### config.mk
export PLATFORM = sky130hd
export DESIGN_NAME = i2c_slave_response_and_rx_fifo
export DESIGN_NICKNAME = d
export VERILOG_FILES = /design/src/i2cs_pkg.sv /design/src/i2cs_rx_ring.sv /design/src/i2c_slave_response_and_rx_fifo.sv
export SDC_FILE = /design/constraint.sdc
export NUM_CORES = 1
export LEC_CHECK = 0
export ABC_AREA = 1
export BUFFER_PORTS_ARGS = -buffer_cell sky130_fd_sc_hd__buf_2
export CORE_MARGIN = 3
export CORE_UTILIZATION = 30
export CTS_BUF_LIST = sky130_fd_sc_hd__clkbuf_4 sky130_fd_sc_hd__clkbuf_8
export CTS_CLUSTER_DIAMETER = 100
export DETAILED_ROUTE_END_ITERATION = 12
export PLACE_DENSITY = 0.55
export SLEW_MARGIN = 40
export SYNTH_ARGS = -nofsm -noshare
export SYNTH_HDL_FRONTEND = slang
export SYNTH_SLANG_ARGS = --single-unit
### constraint.sdc
create_clock -name clk -period 5.1 [get_ports clk]
set_clock_uncertainty 0.1 [all_clocks]
set_input_delay 0.255 -clock clk [delete_from_list [all_inputs] [get_ports clk]]
set_output_delay 0.255 -clock clk [all_outputs]
set_load 0.02 [all_outputs]
### src/i2cs_pkg.sv
// Shared types and constants for the I2C slave response and receive ring block.
package i2cs_pkg;

	localparam logic [7:0] PENDING_RESET = 8'h55;
	localparam logic [7:0] RESP_BASE     = 8'h56;

	typedef enum logic [2:0] {
		MODE_START = 3'd0,
		MODE_STOP  = 3'd1,
		MODE_READ  = 3'd2,
		MODE_WRITE = 3'd3,
		MODE_POLL  = 3'd4,
		MODE_LOAD  = 3'd5
	} mode_t;

	typedef enum logic [2:0] {
		ST_NONE   = 3'd0,
		ST_NEW    = 3'd1,
		ST_REQ    = 3'd2,
		ST_TX     = 3'd3,
		ST_ACCEPT = 3'd4
	} status_t;

	typedef struct packed {
		logic [2:0] mode;
		logic [7:0] data;
		logic [6:0] address;
		logic [2:0] slot;
		logic       final_req;
	} evt_t;

	typedef struct packed {
		logic [2:0] status;
		logic [7:0] byte_out;
		logic       is_stop;
		logic [6:0] matched_addr;
		logic       overflow;
	} res_t;

	typedef struct packed {
		logic push;
		logic pop;
		logic mark;
	} ring_ctl_t;

	typedef struct packed {
		logic empty;
		logic full;
	} ring_sts_t;

endpackage

### src/i2cs_rx_ring.sv
// Receive ring: byte memory with per-entry stop flags and registered pop data.
module i2cs_rx_ring
	import i2cs_pkg::*;
#(
	parameter int DEPTH = 32
) (
	input  logic      clk,
	input  logic      arst_n,
	input  ring_ctl_t ctl,
	input  logic [7:0] wr_data,
	output ring_sts_t sts,
	output logic [7:0] rd_data,
	output logic      rd_stop
);

	localparam int AW = (DEPTH > 1) ? $clog2(DEPTH) : 1;
	localparam int FW = $clog2(DEPTH + 1);
	localparam logic [AW-1:0] LAST = AW'(DEPTH - 1);
	localparam logic [FW-1:0] FULL = FW'(DEPTH);

	logic [7:0]       mem [DEPTH];
	logic [DEPTH-1:0] stop_q;
	logic [AW-1:0]    head_q, tail_q, newest;
	logic [FW-1:0]    fill_q;
	logic [7:0]       rd_data_q;
	logic             rd_stop_q;

	assign newest    = (head_q == '0) ? LAST : head_q - AW'(1);
	assign sts.empty = (fill_q == '0);
	assign sts.full  = (fill_q == FULL);
	assign rd_data   = rd_data_q;
	assign rd_stop   = rd_stop_q;

	always_ff @(posedge clk) begin
		if (ctl.push) begin
			mem[head_q] <= wr_data;
		end
		if (ctl.pop) begin
			rd_data_q <= mem[tail_q];
		end
	end

	always_ff @(posedge clk or negedge arst_n) begin
		if (!arst_n) begin
			head_q    <= '0;
			tail_q    <= '0;
			fill_q    <= '0;
			stop_q    <= '0;
			rd_stop_q <= 1'b0;
		end else begin
			if (ctl.push) begin
				stop_q[head_q] <= 1'b0;
				head_q         <= (head_q == LAST) ? '0 : head_q + AW'(1);
				fill_q         <= fill_q + FW'(1);
			end
			if (ctl.pop) begin
				rd_stop_q      <= stop_q[tail_q];
				stop_q[tail_q] <= 1'b0;
				tail_q         <= (tail_q == LAST) ? '0 : tail_q + AW'(1);
				fill_q         <= fill_q - FW'(1);
			end
			if (ctl.mark && !sts.empty) begin
				stop_q[newest] <= 1'b1;
			end
		end
	end

endmodule

### src/i2c_slave_response_and_rx_fifo.sv
// I2C slave transaction logic: start/stop tracking, read responses and receive ring.
// Each bus or software event word yields exactly one result word. All state
// updates and the result are settled at the accepting edge, and the result is
// presented from an output register in the following cycle, so a new event can
// be taken in every cycle (one event per cycle) as long as results are taken.
// The ring pop data comes from the registered read port of the receive memory,
// read at that same edge. The result register frees itself when its word is
// taken, so the input stays ready while a finished result is being consumed.
module i2c_slave_response_and_rx_fifo
	import i2cs_pkg::*;
#(
	parameter int RING_DEPTH     = 32,
	parameter int RESPONSE_DEPTH = 8
) (
	input  logic       clk,
	input  logic       arst_n,
	input  logic       evt_valid,
	output logic       evt_ready,
	input  evt_t       evt,
	output logic       res_valid,
	input  logic       res_ready,
	output res_t       res,
	input  logic       cfg_we,
	input  logic [7:0] cfg_wdata
);

	localparam int IW = (RESPONSE_DEPTH > 1) ? $clog2(RESPONSE_DEPTH) : 1;
	localparam int CW = $clog2(RESPONSE_DEPTH + 1);
	localparam logic [CW-1:0] RESP_WRAP = CW'(RESPONSE_DEPTH);

	logic [7:0]    pending_q;
	logic [7:0]    store_q [RESPONSE_DEPTH];
	logic [CW-1:0] count_q, count_d;
	logic [IW-1:0] send_q, send_d;
	logic          armed_q, armed_d;
	logic          req_q, req_d;
	logic [6:0]    addr_q, addr_d;

	logic          acc;
	logic          store_we;
	logic [CW-1:0] next_ext;
	ring_ctl_t     ring_ctl;
	ring_sts_t     ring_sts;
	logic [7:0]    ring_rd;
	logic          ring_stop;
	res_t          res_d, res_q;
	logic          pop_d, pop_q;
	logic          res_valid_q;

	assign evt_ready = !res_valid_q || res_ready;
	assign acc       = evt_valid && evt_ready;
	assign next_ext  = CW'(send_q) + CW'(1);

	always_comb begin
		count_d  = count_q;
		send_d   = send_q;
		armed_d  = armed_q;
		req_d    = req_q;
		addr_d   = addr_q;
		store_we = 1'b0;
		ring_ctl = '0;
		pop_d    = 1'b0;
		res_d    = '0;
		case (evt.mode)
			MODE_START: begin
				addr_d = evt.address;
				send_d = '0;
				if (count_q != '0) begin
					armed_d = 1'b1;
				end
			end
			MODE_STOP: begin
				send_d        = '0;
				count_d       = '0;
				armed_d       = 1'b0;
				req_d         = 1'b0;
				ring_ctl.mark = acc;
			end
			MODE_READ: begin
				addr_d       = evt.address;
				res_d.status = ST_TX;
				if (armed_q) begin
					res_d.byte_out = store_q[send_q];
					if (next_ext >= count_q) begin
						count_d = '0;
					end
					send_d = (next_ext == RESP_WRAP) ? '0 : IW'(next_ext);
				end else begin
					res_d.byte_out = pending_q;
					req_d          = 1'b1;
				end
			end
			MODE_WRITE: begin
				addr_d = evt.address;
				if (!ring_sts.full) begin
					ring_ctl.push = acc;
					res_d.status  = ST_ACCEPT;
				end else begin
					res_d.overflow = 1'b1;
				end
				if (CW'(send_q) >= count_q) begin
					count_d = '0;
				end
			end
			MODE_POLL: begin
				if (!ring_sts.empty) begin
					ring_ctl.pop = acc;
					pop_d        = 1'b1;
					res_d.status = ST_NEW;
				end else if (req_q) begin
					res_d.status = ST_REQ;
				end
			end
			MODE_LOAD: begin
				if (count_q == '0 && 32'(evt.slot) < RESPONSE_DEPTH) begin
					store_we = acc;
					if (evt.final_req) begin
						count_d = CW'(32'(evt.slot) + 32'd1);
						send_d  = '0;
					end
					res_d.status = ST_ACCEPT;
				end
			end
			default: begin
			end
		endcase
		res_d.matched_addr = addr_d;
	end

	i2cs_rx_ring #(
		.DEPTH(RING_DEPTH)
	) u_ring (
		.clk     (clk),
		.arst_n  (arst_n),
		.ctl     (ring_ctl),
		.wr_data (evt.data),
		.sts     (ring_sts),
		.rd_data (ring_rd),
		.rd_stop (ring_stop)
	);

	always_ff @(posedge clk or negedge arst_n) begin
		if (!arst_n) begin
			pending_q <= PENDING_RESET;
			for (int i = 0; i < RESPONSE_DEPTH; i++) begin
				store_q[i] <= RESP_BASE + 8'(i);
			end
			count_q     <= '0;
			send_q      <= '0;
			armed_q     <= 1'b0;
			req_q       <= 1'b0;
			addr_q      <= '0;
			res_valid_q <= 1'b0;
			pop_q       <= 1'b0;
		end else begin
			if (cfg_we) begin
				pending_q <= cfg_wdata;
			end
			if (store_we) begin
				store_q[IW'(evt.slot)] <= evt.data;
			end
			if (acc) begin
				count_q <= count_d;
				send_q  <= send_d;
				armed_q <= armed_d;
				req_q   <= req_d;
				addr_q  <= addr_d;
				pop_q   <= pop_d;
			end
			if (evt_ready) begin
				res_valid_q <= evt_valid;
			end
		end
	end

	always_ff @(posedge clk) begin
		if (acc) begin
			res_q <= res_d;
		end
	end

	always_comb begin
		res = res_q;
		if (pop_q) begin
			res.byte_out = ring_rd;
			res.is_stop  = ring_stop;
		end
	end

	assign res_valid = res_valid_q;

endmodule

==> results of run 1 <==
==> metal layers <==
layer  global-route usage (%)  routed length [um]
met1                     20.8               22600
met2                     25.5               24300
met3                     3.53                3090
met4                     6.01                1530
met5                        0                   0
==> power by group through the flow <==
| stage | registers (uW) | clock network (uW) | logic [uW] |
|---|---|---|---|
| 6_report | 4160 | 3150 | 2960 |
| 5_1_grt | 4190 | 3400 | 3290 |
| 4_1_cts | 4220 | 3230 | 2880 |
| 3_5_place_dp | 4280 | 0 | 2840 |
| 3_3_place_gp | 4280 | 0 | 2780 |
| 2_1_floorplan | 4130 | 0 | 1980 |
==> how the worst min path moves through the flow <==
stage	start	to	slack (ns)
2_1_floorplan	arst_n	addr_q[0]	-0.14
4_1_cts	evt[0]	send_q[2]	0.03
6_report	evt[0]	send_q[2]	0.08
3_3_place_gp	arst_n	addr_q[4]	0.28
5_1_grt	evt[18]	u_ring.mem[21][7]	0.06
3_5_place_dp	arst_n	addr_q[4]	0.29
==> worst register-to-register path: stages (launching register included) <==
cell and delay, ns:
dfrtp_1 0.42, a21oi_4 0.41, buf_4 0.42, nand2_2 0.19, nor2_8 0.16, nand3_4 0.17, dlygate4sd3_1 0.77, o21ai_1 0.17
dlygate4sd3_1 0.56
==> cell usage in the layout, fill, tap and decap left out, drive strengths merged, types with 21 or more instances in the layout <==
cell,instances
clkbuf,116
edfxtp,283
o21ai,300
o221ai,32
dfrtp,101
o22ai,42
nand3,31
inv,114
nand2,303
dlygate4sd3,48
o211ai,41
buf,72
nor2,271
ha,21
dfstp,38
==> flip-flops by register name, indices dropped and copies added (netlist names) <==
name / cells
addr_q: 7
armed_q: 1
count_q: 4
pending_q: 8
pop_q: 1
req_q: 1
res: 11
res_q: 8
res_valid: 1
send_q: 3
store_q: 64
u_ring.fill_q: 6
u_ring.head_q: 5
u_ring.mem: 256
u_ring.rd_data: 8
u_ring.rd_stop: 1
u_ring.stop_q: 32
u_ring.tail_q: 5
==> final cells by class <==
class,count,area [um2],area share [%]
antenna,1,2.50,0.0115
clock buffer,115,1400,6.46
clock inverter,20,111,0.513
inverter,114,438,2.02
multi-input combinational,1123,5770,26.6
sequential,422,12000,55.4
tap,828,1040,4.77
timing repair buffer,121,910,4.19
==> kinds of logic (layout without fill, tap and decap cells) <==
kind of cell / Yosys count / in the layout / synth area share [%]
AO/OA/AOI/OAI: 451 / 451 / 14.0
XOR/XNOR: 3 / 3 / 0.141
adder cells (fa/ha/maj): 21 / 21 / 1.41
buffers and inverters: 209 / 370 / 4.93
flip-flops: 422 / 422 / 64.5
multiplexers: 8 / 8 / 0.430
other: 0 / 1 / 0
AND/OR/NAND/NOR: 640 / 640 / 14.6
==> per-stage QoR <==
stage | cells | util (%) | hold slack, ns | total power [uW]
CTS | 2742 | 35.6 | 0.0304 | 10300
floorplan | 1754 | - | -0.141 | 6110
global route | 2743 | 35.6 | 0.0641 | 10900
global placement | 2558 | 32.2 | 0.282 | 7060
detailed placement | 2559 | 32.3 | 0.286 | 7120
finish | 2744 | 35.6 | 0.0758 | 10300
==> impl_metrics.env, run 1 <==
export IMPL_crit_end="store_q[14]"
export IMPL_io_buffer_count=56
export IMPL_viasPerCell=4.93
export IMPL_placed_area_um2=19700
export IMPL_netlist_top_cells_area="edfxtp_1, dfrtp_1, o21ai_0"
export IMPL_dpl_worst_slack_ns=1.95
export IMPL_worst_path_buf_inv=3
export IMPL_crit_cells=8
export IMPL_nets=1912
export IMPL_synth_warnings=0
export IMPL_fmax_ghz=0.293
export IMPL_fin_crit_ns=3.41
export IMPL_setup_viol=0
export IMPL_overflow=0
export IMPL_die_area_um2=65200
export IMPL_tightest_slew_ns=0.869
export IMPL_critPathLaunchType="flip-flop"
export IMPL_rsz0062_at_grt="false"
export IMPL_hold_viol=0
export IMPL_seq_power_share_pct=40.5
export IMPL_critPathRequiredTime_ns=5.60
export IMPL_rr_startpoint="res_valid"
export IMPL_cp_common_cell="dlygate4sd3_1"
export IMPL_ys_flop_type="edfxtp_1"
export IMPL_combPwrFrac_pct=28.8
export IMPL_ys_seq_area_share_pct=64.5
export IMPL_p_switching_uw=3720
export IMPL_ff2ff_setup_slack_ns=1.69
export IMPL_firstDrtPassIters=5
export IMPL_grt_max_degree=96
export IMPL_cp_startpoint="res_valid"
export IMPL_syn_nets=1810
export IMPL_cts_root_buffer="clkbuf_8"
export IMPL_die_x_um=255
export IMPL_clk_pin_slew_ns=0.06
export IMPL_die_y_um=255
export IMPL_netlist_area_um2=18600
export IMPL_crit_type="reg2reg"
export IMPL_synth_top_cell_area_share_pct=45.6
export IMPL_fill_cells=6026
export IMPL_syn_avg_cell_area_um2=10.6
export IMPL_routed_wl_um=51400
export IMPL_slowest_stage="dlygate4sd3_1"
export IMPL_clkPwrFrac_pct=30.7
export IMPL_synth_most_common_cell="nand2_1"
export IMPL_grt_usage_pct=15.8
export IMPL_slowest_delay_ns=0.77
export IMPL_ff2ff_path_depth=8
export IMPL_crit_arrival_ns=3.90
export IMPL_hold_path_depth=7
export IMPL_drc=0
export IMPL_drive_gt1_share_pct=17.1
export IMPL_powerDensity_nw_per_um2=474
export IMPL_start_util_pct=30.6
export IMPL_ctsResizeCount=0
export IMPL_ctsHtreeMaxLevel=3
export IMPL_critPathMaxFanout=28
export IMPL_drt_initial_drc_count=1047
export IMPL_synth_cells=1754
export IMPL_synth_edf_count=283
export IMPL_wire_per_inst_um=18.7
export IMPL_syn_to_final_growth_pct=16.5
export IMPL_coreArea_um2=60900
export IMPL_rows=90
export IMPL_cts_setup_buffers=0
export IMPL_async_flop_share_pct=32.9
export IMPL_status="completed"
export IMPL_cts_tree="built"
export IMPL_synth_cell_types=47
export IMPL_hpwlAfterDp_um=31600
export IMPL_vias=13500
export IMPL_r2r_end="store_q[14]"
export IMPL_io_pins=57
export IMPL_swShare_pct=36.2
export IMPL_maxCapViolCount=0
export IMPL_tritoncts_num_buffers=74
export IMPL_antenna_left=0
export IMPL_final_area_um2=21700
export IMPL_cellLeakagePower_uw=0.00797
export IMPL_intPower_uw=6560
export IMPL_grt_pass1_vias=13400
export IMPL_ctsLongestPathBuffers=3
export IMPL_max_vdd_ir_drop_v=0.000214
export IMPL_critical_path_top_delay_family="buffers and inverters"
export IMPL_worst_slack_ns=1.69
export IMPL_antenna_found_initial=0
export IMPL_clk_latency_ns=0.65
export IMPL_place_gp_congestion=0.891
export IMPL_setup_tns_ns=0
export IMPL_yosysTopAreaCell="edfxtp_1"
export IMPL_synth_top_cells_by_count="nand2_1, edfxtp_1, nor2_1"
export IMPL_cts_sinks=422
export IMPL_path_cells="a21oi_4, buf_4, nand2_2, nor2_8, nand3_4, dlygate4sd3_1, o21ai_1, dlygate4sd3_1"
export IMPL_grt_pass1_wl_um=78900
export IMPL_slew_headroom_pct=41.9
export IMPL_cp_end_kind="flip-flop"
export IMPL_postCtsHoldBufs=48
export IMPL_ys_seq_elements=422
export IMPL_drv_slew=0
export IMPL_hp_class="in2reg"
export IMPL_timing_final_crit_share_pct=66.8
No activity file was read; power rests on OpenSTA's default activity.
==> inputs of run 2 (changes only) <==
--- a/config.mk
+++ b/config.mk
@@ -12,7 +12,7 @@
 export CTS_BUF_LIST = sky130_fd_sc_hd__clkbuf_4 sky130_fd_sc_hd__clkbuf_8
 export CTS_CLUSTER_DIAMETER = 100
 export DETAILED_ROUTE_END_ITERATION = 12
-export PLACE_DENSITY = 0.55
+export PLACE_DENSITY = 0.57
 export SLEW_MARGIN = 40
 export SYNTH_ARGS = -nofsm -noshare
 export SYNTH_HDL_FRONTEND = slang
==> constraint.sdc (replaced) <==
create_clock -name clk -period 3.1 [get_ports clk]
set_clock_uncertainty 0.1 [all_clocks]
set_input_delay 0.155 -clock clk [delete_from_list [all_inputs] [get_ports clk]]
set_output_delay 0.155 -clock clk [all_outputs]
set_load 0.02 [all_outputs]
==> impl_metrics.env, run 2 (synthesized netlist as in run 1, its figures left out) <==
export IMPL_largest_reg_flops=256
export IMPL_layout_commonest_cell="nand2_1"
export IMPL_cp_end_kind="flip-flop"
export IMPL_tightest_slew_ns=0.803
export IMPL_hold_viol=0
export IMPL_die_x_um=255
export IMPL_max_vdd_ir_drop_v=0.000439
export IMPL_rsz0062_at_grt="false"
export IMPL_grt_pass1_vias=14000
export IMPL_coreArea_um2=60900
export IMPL_grt_pass1_wl_um=80500
export IMPL_die_y_um=255
export IMPL_cts_sinks=422
export IMPL_firstDrtPassIters=5
export IMPL_ctsHtreeMaxLevel=3
export IMPL_hp_class="in2async"
export IMPL_grt_max_degree=91
export IMPL_placed_area_um2=20000
export IMPL_setup_tns_ns=0
export IMPL_ctsLongestPathBuffers=3
export IMPL_start_util_pct=30.6
export IMPL_rows=90
export IMPL_powerDensity_nw_per_um2=784
export IMPL_slew_headroom_pct=46.5
export IMPL_antenna_left=0
export IMPL_io_buffer_count=56
export IMPL_critPathRequiredTime_ns=3.50
export IMPL_regMostFlops="u_ring.mem"
export IMPL_antenna_found_initial=2
export IMPL_syn_to_final_growth_pct=18.8
export IMPL_hpwlAfterDp_um=32400
export IMPL_layout_common_cells="nand2_1, edfxtp_1, nor2_1"
export IMPL_clk_latency_ns=0.65
export IMPL_crit_arrival_ns=3.25
export IMPL_io_pins=57
export IMPL_routed_wl_um=51800
export IMPL_cts_root_buffer="clkbuf_8"
export IMPL_overflow=0
export IMPL_fmax_ghz=0.351
export IMPL_drv_slew=0
export IMPL_tritoncts_num_buffers=75
export IMPL_cellLeakagePower_uw=0.00828
export IMPL_crit_type="reg2reg"
export IMPL_viasPerCell=4.98
export IMPL_timing_final_crit_share_pct=92.0
export IMPL_critPathMaxFanout=28
export IMPL_status="completed"
export IMPL_grt_usage_pct=16.0
export IMPL_place_gp_congestion=0.959
export IMPL_vias=13900
export IMPL_drc=0
export IMPL_setup_viol=0
export IMPL_final_area_um2=22200
export IMPL_nets=1960
export IMPL_critPathLaunchType="flip-flop"
export IMPL_maxCapViolCount=0
export IMPL_fin_crit_ns=2.85
export IMPL_cts_tree="built"
export IMPL_die_area_um2=65200
export IMPL_wire_per_inst_um=18.6
export IMPL_biggestRegsByFlops="u_ring.mem (256), store_q (64), u_ring.stop_q (32)"
export IMPL_clk_pin_slew_ns=0.06
export IMPL_drt_initial_drc_count=1267
export IMPL_drive_gt1_share_pct=17.2
-- run 2: cell count changes in the layout (fill, tap and decap cells not counted), moves of 2 or more --
cell,change
buf_12,+3
buf_4,+36
bufinv_16,+4
clkbuf_4,+2
clkinv_2,-4
dlygate4sd3_1,+7
nor2_1,+30
nor2_2,-30
-- run 2: path summary, 6_finish.rpt --
check	startpoint	to	slack, ns	depth (start not counted)
min in group clk	evt[17]	u_ring.mem[18][6]	0.05	1
max reg2reg	res_valid	store_q[8]	0.25	8
max	res_valid	store_q[8]	0.25	8
min	arst_n	addr_q[5]	0.004	2
max in group asynchronous	arst_n	store_q[25]	2.01	3
min reg2reg	store_q[46]	store_q[46]	0.37	2
-- run 2: through the flow --
step	total power (uW)	hold slack (ns)	setup slack, ns	util, %	instances
after floorplan	10100	-0.241	0.857	-	1754
after global placement	11700	0.177	0.686	32.8	2600
after detailed placement	11700	0.183	0.688	32.8	2600
after CTS	17500	0.00599	0.136	36.3	2791
after global routing	18300	0.0508	0.0591	36.4	2793
final	17400	0.00438	0.249	36.4	2793
-- run 2: layout make-up --
cell class	count	area, um2
multi-input cells	1123	5690
repair buffers	168	1320
flip-flops and latches	422	12000
well taps	828	1040
clock buffers	118	1430
fillers	6019	38800
inverters	114	433
diodes	2	5.00
clock inverters	18	200
-- run 2: timing repair --
action                                 CTS  global route
resized for setup                        0             1
endpoints found under the hold margin  248             0
setup buffers                            0             0
setup endpoints to repair                0             4
hold buffers                            55             0
-- run 2: critical path, stage by stage, from the launching register on --
cell           delay, ns
dfrtp_1             0.41
a21oi_4             0.42
buf_6               0.32
nand2_2             0.17
nor2_8              0.16
nand3_4             0.07
dlygate4sd3_1       0.81
nand2_1             0.15
o21ai_1             0.07
-- run 2: where the power goes --
part | internal [uW] | switching [uW]
clock network | 3270 | 2330
registers | 6500 | 405
logic | 1470 | 3380
-- run 2: routing by layer --
| layer | global-route usage, % | wire, um | up-vias |
|---|---|---|---|
| met2 | 25.8 | 24400 | 442 |
| met4 | 6.71 | 1730 | 0 |
| met3 | 3.04 | 2900 | 124 |
| met5 | 0 | 0 | - |
| li1 | - | - | 6464 |
| met1 | 21.1 | 22800 | 6893 |
